### src/hdl/wlf_pkg.sv
// ----------------------------------------------------------------------------
// wlf_pkg
// Types and constants shared by the word length filter modules.
// ----------------------------------------------------------------------------
package wlf_pkg;

    localparam int MAX_DROP_LEN = 32;
    localparam int CNT_W        = $clog2(MAX_DROP_LEN + 1);
    localparam int CFG_W        = 6;
    localparam int BYTE_W       = 8;

    localparam logic [BYTE_W-1:0] SPACE_CHAR = 8'd32;
    localparam logic [BYTE_W-1:0] BLANK_LO   = 8'd9;
    localparam logic [BYTE_W-1:0] BLANK_HI   = 8'd13;

    typedef enum logic [1:0] {
        ST_IDLE,
        ST_SEP,
        ST_BYTES,
        ST_TAIL
    } state_t;

    typedef struct packed {
        logic load;
        logic shift;
    } cell_ctl_t;

endpackage

### src/hdl/wlf_cell.sv
// ----------------------------------------------------------------------------
// wlf_cell
// One byte slot of the word buffer: load from the input or take the neighbour.
// ----------------------------------------------------------------------------
module wlf_cell (
    input  logic                        clk,
    input  wlf_pkg::cell_ctl_t          ctl,
    input  logic [wlf_pkg::BYTE_W-1:0]  load_byte,
    input  logic [wlf_pkg::BYTE_W-1:0]  next_byte,
    output logic [wlf_pkg::BYTE_W-1:0]  byte_q
);

    logic [wlf_pkg::BYTE_W-1:0] data_reg;
    logic [wlf_pkg::BYTE_W-1:0] data_next;

    always_comb
    begin
        data_next = data_reg;
        if (ctl.load)
        begin
            data_next = load_byte;
        end
        else if (ctl.shift)
        begin
            data_next = next_byte;
        end
    end

    always_ff @(posedge clk)
    begin
        data_reg <= data_next;
    end

    assign byte_q = data_reg;

endmodule

### src/hdl/wlf_chain.sv
// ----------------------------------------------------------------------------
// wlf_chain
// Row of byte cells holding the current word; shifts towards the head.
// ----------------------------------------------------------------------------
module wlf_chain (
    input  logic                        clk,
    input  logic                        store_en,
    input  logic                        shift_en,
    input  logic [wlf_pkg::CNT_W-1:0]   wr_index,
    input  logic [wlf_pkg::BYTE_W-1:0]  wr_byte,
    output logic [wlf_pkg::BYTE_W-1:0]  head_byte
);

    logic [wlf_pkg::BYTE_W-1:0] cell_q [wlf_pkg::MAX_DROP_LEN];

    genvar i;
    generate
        for (i = 0; i < wlf_pkg::MAX_DROP_LEN; i++)
        begin : g_cell
            wlf_pkg::cell_ctl_t        ctl;
            logic [wlf_pkg::BYTE_W-1:0] neighbour;

            assign ctl = '{load:  store_en && (wr_index == wlf_pkg::CNT_W'(i)),
                           shift: shift_en};

            if (i == wlf_pkg::MAX_DROP_LEN - 1)
            begin : g_tail
                assign neighbour = cell_q[i];
            end
            else
            begin : g_mid
                assign neighbour = cell_q[i+1];
            end

            wlf_cell u_cell (
                .clk       (clk),
                .ctl       (ctl),
                .load_byte (wr_byte),
                .next_byte (neighbour),
                .byte_q    (cell_q[i])
            );
        end
    endgenerate

    assign head_byte = cell_q[0];

endmodule

### src/hdl/word_length_filter.sv
// ----------------------------------------------------------------------------
// word_length_filter
// Drop every word of the configured length (1..32) from a byte stream.
// ----------------------------------------------------------------------------
// channel  | direction | tdata              | tuser       | tlast
// s_axis   | in        | [7:0] in_byte      | -           | end_of_input
// m_axis   | out       | [7:0] out_byte     | string_done | last_of_run
// cfg      | in        | [5:0] drop_length  | -           | -
//
// A byte that causes no result (buffered byte, dropped word) keeps the FSM in
// ST_IDLE. Results leave through the output states; the buffer flush runs at
// one byte a cycle unless m_axis stalls, out of the head of the cell row.
// Reset clears all control state; no clearing pass is needed.
// A stalled m_axis holds the flush; s_axis may be taken while the last
// result still waits in the output register.
// ----------------------------------------------------------------------------
module word_length_filter (
    input  logic                        clk,
    input  logic                        rst_n,
    input  logic                        s_axis_tvalid,
    output logic                        s_axis_tready,
    input  logic [7:0]                  s_axis_tdata,   // [7:0] in_byte
    input  logic                        s_axis_tlast,
    output logic                        m_axis_tvalid,
    input  logic                        m_axis_tready,
    output logic [7:0]                  m_axis_tdata,   // [7:0] out_byte
    output logic                        m_axis_tuser,   // [0] string_done
    output logic                        m_axis_tlast,
    input  logic                        cfg_valid,
    output logic                        cfg_ready,
    input  logic [wlf_pkg::CFG_W-1:0]   cfg_data        // [5:0] drop_length
);

    wlf_pkg::state_t                state_reg, state_next;
    logic [wlf_pkg::CNT_W-1:0]      count_reg, count_next;
    logic                           first_reg, first_next;
    logic                           pass_reg, pass_next;
    logic [wlf_pkg::CFG_W-1:0]      drop_reg;
    logic                           tail_valid_reg, tail_valid_next;
    logic [wlf_pkg::BYTE_W-1:0]     tail_byte_reg, tail_byte_next;
    logic                           tail_done_reg, tail_done_next;
    logic                           ovalid_reg, ovalid_next;
    logic [wlf_pkg::BYTE_W-1:0]     obyte_reg, obyte_next;
    logic                           odone_reg, odone_next;
    logic                           olast_reg, olast_next;

    logic [wlf_pkg::CFG_W-1:0]      limit;
    logic                           accept;
    logic                           blank;
    logic                           slot_free;
    logic                           store_en;
    logic                           shift_en;
    logic                           flush;
    logic                           end_flush;
    logic [wlf_pkg::BYTE_W-1:0]     head_byte;

    assign limit = (drop_reg > wlf_pkg::CFG_W'(wlf_pkg::MAX_DROP_LEN)) ? '0 : drop_reg;
    assign accept    = s_axis_tvalid && s_axis_tready;
    assign blank     = (s_axis_tdata == wlf_pkg::SPACE_CHAR) ||
                       ((s_axis_tdata >= wlf_pkg::BLANK_LO) &&
                        (s_axis_tdata <= wlf_pkg::BLANK_HI));
    assign slot_free = !ovalid_reg || m_axis_tready;
    assign end_flush = !pass_reg && (count_reg != '0) &&
                       (wlf_pkg::CFG_W'(count_reg) != limit);

    always_comb
    begin
        state_next      = state_reg;
        count_next      = count_reg;
        first_next      = first_reg;
        pass_next       = pass_reg;
        tail_valid_next = tail_valid_reg;
        tail_byte_next  = tail_byte_reg;
        tail_done_next  = tail_done_reg;
        ovalid_next     = ovalid_reg && !m_axis_tready;
        obyte_next      = obyte_reg;
        odone_next      = odone_reg;
        olast_next      = olast_reg;
        store_en        = 1'b0;
        shift_en        = 1'b0;
        flush           = 1'b0;
        s_axis_tready   = 1'b0;

        unique case (state_reg)
            wlf_pkg::ST_IDLE:
            begin
                s_axis_tready = 1'b1;
                if (accept)
                begin
                    tail_valid_next = 1'b0;
                    tail_byte_next  = s_axis_tdata;
                    tail_done_next  = 1'b0;
                    if (s_axis_tlast)
                    begin
                        flush           = end_flush;
                        count_next      = end_flush ? count_reg : '0;
                        pass_next       = 1'b0;
                        tail_valid_next = 1'b1;
                        tail_byte_next  = '0;
                        tail_done_next  = 1'b1;
                    end
                    else if (blank)
                    begin
                        flush      = end_flush;
                        count_next = end_flush ? count_reg : '0;
                        pass_next  = 1'b0;
                    end
                    else if (pass_reg)
                    begin
                        tail_valid_next = 1'b1;
                    end
                    else if ((wlf_pkg::CFG_W'(count_reg) < limit) &&
                             (count_reg < wlf_pkg::CNT_W'(wlf_pkg::MAX_DROP_LEN)))
                    begin
                        store_en   = 1'b1;
                        count_next = count_reg + 1'b1;
                    end
                    else
                    begin
                        flush           = 1'b1;
                        pass_next       = 1'b1;
                        tail_valid_next = 1'b1;
                    end

                    if (s_axis_tlast)
                    begin
                        first_next = 1'b1;
                    end
                    else if (flush)
                    begin
                        first_next = 1'b0;
                    end

                    if (flush && !first_reg)
                    begin
                        state_next = wlf_pkg::ST_SEP;
                    end
                    else if (flush && (count_next != '0))
                    begin
                        state_next = wlf_pkg::ST_BYTES;
                    end
                    else if (tail_valid_next)
                    begin
                        state_next = wlf_pkg::ST_TAIL;
                    end
                end
            end

            wlf_pkg::ST_SEP:
            begin
                if (slot_free)
                begin
                    ovalid_next = 1'b1;
                    obyte_next  = wlf_pkg::SPACE_CHAR;
                    odone_next  = 1'b0;
                    olast_next  = 1'b0;
                    state_next  = (count_reg != '0) ? wlf_pkg::ST_BYTES : wlf_pkg::ST_TAIL;
                end
            end

            wlf_pkg::ST_BYTES:
            begin
                if (slot_free)
                begin
                    shift_en    = 1'b1;
                    ovalid_next = 1'b1;
                    obyte_next  = head_byte;
                    odone_next  = 1'b0;
                    olast_next  = (count_reg == wlf_pkg::CNT_W'(1)) && !tail_valid_reg;
                    count_next  = count_reg - 1'b1;
                    if (count_reg == wlf_pkg::CNT_W'(1))
                    begin
                        state_next = tail_valid_reg ? wlf_pkg::ST_TAIL : wlf_pkg::ST_IDLE;
                    end
                end
            end

            wlf_pkg::ST_TAIL:
            begin
                if (slot_free)
                begin
                    ovalid_next     = 1'b1;
                    obyte_next      = tail_byte_reg;
                    odone_next      = tail_done_reg;
                    olast_next      = 1'b1;
                    tail_valid_next = 1'b0;
                    state_next      = wlf_pkg::ST_IDLE;
                end
            end

            default:
            begin
                state_next = wlf_pkg::ST_IDLE;
            end
        endcase
    end

    always_ff @(posedge clk or negedge rst_n)
    begin
        if (!rst_n)
        begin
            state_reg      <= wlf_pkg::ST_IDLE;
            count_reg      <= '0;
            first_reg      <= 1'b1;
            pass_reg       <= 1'b0;
            drop_reg       <= '0;
            tail_valid_reg <= 1'b0;
            ovalid_reg     <= 1'b0;
        end
        else
        begin
            state_reg      <= state_next;
            count_reg      <= count_next;
            first_reg      <= first_next;
            pass_reg       <= pass_next;
            tail_valid_reg <= tail_valid_next;
            ovalid_reg     <= ovalid_next;
            if (cfg_valid && cfg_ready)
            begin
                drop_reg <= cfg_data;
            end
        end
    end

    always_ff @(posedge clk)
    begin
        tail_byte_reg <= tail_byte_next;
        tail_done_reg <= tail_done_next;
        obyte_reg     <= obyte_next;
        odone_reg     <= odone_next;
        olast_reg     <= olast_next;
    end

    wlf_chain u_chain (
        .clk       (clk),
        .store_en  (store_en),
        .shift_en  (shift_en),
        .wr_index  (count_reg),
        .wr_byte   (s_axis_tdata),
        .head_byte (head_byte)
    );

    assign cfg_ready     = 1'b1;
    assign m_axis_tvalid = ovalid_reg;
    assign m_axis_tdata  = obyte_reg;
    assign m_axis_tuser  = odone_reg;
    assign m_axis_tlast  = olast_reg;

endmodule

### config.mk
export PLATFORM = sky130hd
export DESIGN_NAME = word_length_filter
export DESIGN_NICKNAME = d
export VERILOG_FILES = /design/src/hdl/wlf_pkg.sv /design/src/hdl/wlf_cell.sv /design/src/hdl/wlf_chain.sv /design/src/hdl/word_length_filter.sv
export SDC_FILE = /design/constraint.sdc
export NUM_CORES = 1
export LEC_CHECK = 0
export BUFFER_PORTS_ARGS = -buffer_cell sky130_fd_sc_hd__buf_2
export CAP_MARGIN = 20
export CELL_PAD_IN_SITES_DETAIL_PLACEMENT = 0
export CELL_PAD_IN_SITES_GLOBAL_PLACEMENT = 2
export CORE_ASPECT_RATIO = 0.8
export CORE_MARGIN = 2
export CORE_UTILIZATION = 26
export DETAILED_ROUTE_END_ITERATION = 10
export PLACE_DENSITY_LB_ADDON = 0.1
export SLEW_MARGIN = 20
export SYNTH_ARGS = -nofsm -noshare
export SYNTH_HDL_FRONTEND = slang
export SYNTH_SLANG_ARGS = --single-unit
### constraint.sdc
create_clock -name clk -period 4.2 [get_ports clk]
set_input_delay 0.63 -clock clk [delete_from_list [all_inputs] [get_ports clk]]
set_output_delay 0.63 -clock clk [all_outputs]
set_load 0.05 [all_outputs]
==> flow_summary.yaml <==
cts:
  cts_buffer_depth: 3
  clk_latency_ns: 0.53
  htree_levels: 2
  cts_tree: "yes"
  cts.clk_slew.worst_paths_ns: 0.06
  hold_buffers: 0
  cts_setup_buffers: 0
  clock_sinks: 293
  cts_resized: 0
  cts_root_buf: "clkbuf_16"
  cts_made_buffers: 34
place:
  numPortBuffers: 31
  dp_slack_ns: 0.406
  place.gp.congestion: 0.723
  dpl.hpwl_microns: 20700
critical_path:
  crit_type: "register to register"
  required_ns: 4.38
  cp_data_arrival_time_ns: 3.95
  end_kind: "register"
  startpoint_type: "register"
  path_max_fanout: 9
sta:
  finalWorstSetupSlack_ns: 0.429
  fin_tns_setup_ns: 0
  tightest_slew_ns: 0.777
  post-route-min-period_ns: 3.77
  slew_headroom_pct: 48.0
  setup_violations: 0
  rsz0062_at_grt: "no"
  layout_worst_path_cycle_share_pct: 89.8
  drv_slew: 0
  max_freq_ghz: 0.265
  clock_skew_ns: 0.0106
  hold_viol: 0
layout:
  largest_reg_flops: 256
  n_fill_cell: 5119
  final_cell_mix: "edfxtp_1 (275), mux2_2 (216), nand2_1 (72), mux2_1 (38), clkbuf_16 (34)"
  final_common_cell: "edfxtp_1"
  nets: 943
  antenna_cells: 0
  syn2layout_area_growth_pct: 15.1
  drive_above_1_share_pct: 35.7
  post-route-util_pct: 30.2
global_route:
  grt_start_max_net_pins: 34
  grt_pass1_vias: 7710
  grt_antenna_before_repair: 0
  grtUsageTotal_pct: 12.3
  grt.overflow.total: 0
  grt_pass1_wl_microns: 49600
logic_synthesis:
  synth_cell_type_count: 57
  ys_warn_count: 0
  syn-num-nets: 898
  syn_avg_cell_area_sq_um: 15.5
  synth_top_area_share_pct: 61.8
  ys.flop_type: "edfxtp_1"
  synth_cells: 863
  yosysSeqAreaShare_pct: 65.2
  synth_area_leaders: "edfxtp_1 (62%), mux2_2 (18%), mux2_1 (3.2%)"
  async_flop_share_pct: 6.14
  synth-seq-cells: 293
  synth-edff-count: 275
  synth_top_area_cell: "edfxtp_1"
  netlist_area_sq_um: 13400
run_status:
  status: "complete, no violations"
pwr:
  peakVddDrop_mv: 0.199
  switchingPower_w: 0.00309
  p_total_w: 0.00990
  p_leak_nw: 5.34
  swShare_pct: 31.3
  p_int_w: 0.00680
  power_frac_seq_pct: 47.3
  power.density_nw_per_um2: 643
  combPwrFrac_pct: 25.3
  p_clk_share_pct: 27.5
floorplanning:
  core_region_area_sq_um: 50900
  die_area_sq_um: 53300
  initial_core_util_pct: 26.3
  rows: 74
  io_pins: 33
  die-width_microns: 258
  die_h_microns: 207
route:
  wl_per_cell_microns: 19.7
  ant_nets: 0
  drt-initial-drc-count: 321
  routed_wl_microns: 31800
  detail_route.vias_per_cell: 4.40
  first_pass_iters: 4
  drcViolationCount: 0
  dr_total_vias: 7105
run:
  cap_violations: 0
min_path:
  hold_path.class: "input port to async pin"
logic make-up (layout without fill, tap and decap cells):
family                     Yosys count  after routing  share of synthesized area, %
buffers and inverters               61            129                          1.74
AOI/OAI and AO/OA                   75             75                          3.88
other                                1              1                        0.0281
adders and majority gates           15             15                          1.40
DFF                                293            293                          65.2
and+or+nand+nor                    159            159                          6.03
xor gates and xnor gates             1              1                        0.0655
muxes                              258            258                          21.7
metal layers:
| layer | GRT usage, % | share of wire [%] | vias up | wire length [microns] |
|---|---|---|---|---|
| li1 | - | - | 3417 | - |
| met1 | 18.1 | 52 | 3544 | 16500 |
| met2 | 18.6 | 43 | 96 | 13600 |
| met3 | 2.14 | 3.5 | 48 | 1100 |
| met4 | 3.26 | 2.0 | 0 | 632 |
| met5 | 0 | 0 | - | 0 |
through the flow:
step	cell area (sq um)	hold slack, ns	std cells
2_1_floorplan	13400	0.334	863
3_3_place_gp	14400	0.510	1556
3_5_place_dp	14400	0.513	1556
4_1_cts	15400	0.0684	1615
5_1_grt	15400	0.101	1615
6_report	15400	0.0735	1615
power groups by stage:
stage | combinational [W] | sequential [W] | clock [W]
floorplan | 0.00160 | 0.00480 | 0
global placement | 0.00258 | 0.00476 | 0
detailed placement | 0.00255 | 0.00474 | 0
CTS | 0.00258 | 0.00469 | 0.00283
global route | 0.00279 | 0.00477 | 0.00294
finish | 0.00250 | 0.00468 | 0.00272
cell type report:
cell class / count / area, sq um / share of cell area (%)
tap: 684 / 856 / 5.56
inverter: 11 / 41.3 / 0.268
multi-input combinational: 509 / 4430 / 28.8
timing repair buffer: 59 / 365 / 2.37
sequential: 293 / 8710 / 56.6
clock inverter: 13 / 80.1 / 0.520
clock buffer: 46 / 906 / 5.89
final timing paths:
kind                                                       to  cells after the start   startpoint  slack (ns)
min in group clk                                  drop_reg[4]                      2  cfg_data[4]        0.34
min reg2reg                                         first_reg                      2    first_reg        0.52
max in group asynchronous                           first_reg                      1        rst_n        3.77
max                        u_chain.g_cell[9].u_cell.byte_q[2]                     12  drop_reg[4]        0.43
min                                                  pass_reg                      1        rst_n        0.07
max reg2reg                u_chain.g_cell[9].u_cell.byte_q[2]                     12  drop_reg[4]        0.43
critical path: stages (launching register included):
cell      delay [ns]
dfrtp_1         0.39
nor4_1          0.27
nand3b_1        0.11
ha_1            0.31
a211oi_1        0.29
o21ai_1         0.16
nor3_2          0.15
nand2_1         0.13
or4_1           0.52
nor2_1          0.20
buf_4           0.17
nand2_1         0.29
nand2_1         0.43
cells in the mapped netlist (4+ instances only):
master	number
nor3_1	4
nand2b_1	9
nor2_1	15
nand3b_1	4
mux2_1	38
a211oi_1	5
a22o_1	10
and2_1	10
inv_1	11
edfxtp_1	275
nand2_1	73
dfrtp_1	17
o21ai_0	18
nor4_1	6
nand3_1	5
o21a_1	5
clkbuf_1	48
nor2b_1	13
a41o_1	4
nand2_2	4
a21oi_1	13
mux2i_1	4
mux2_2	216
ha_1	15
Note: power is estimated with default switching activity, not from simulation.
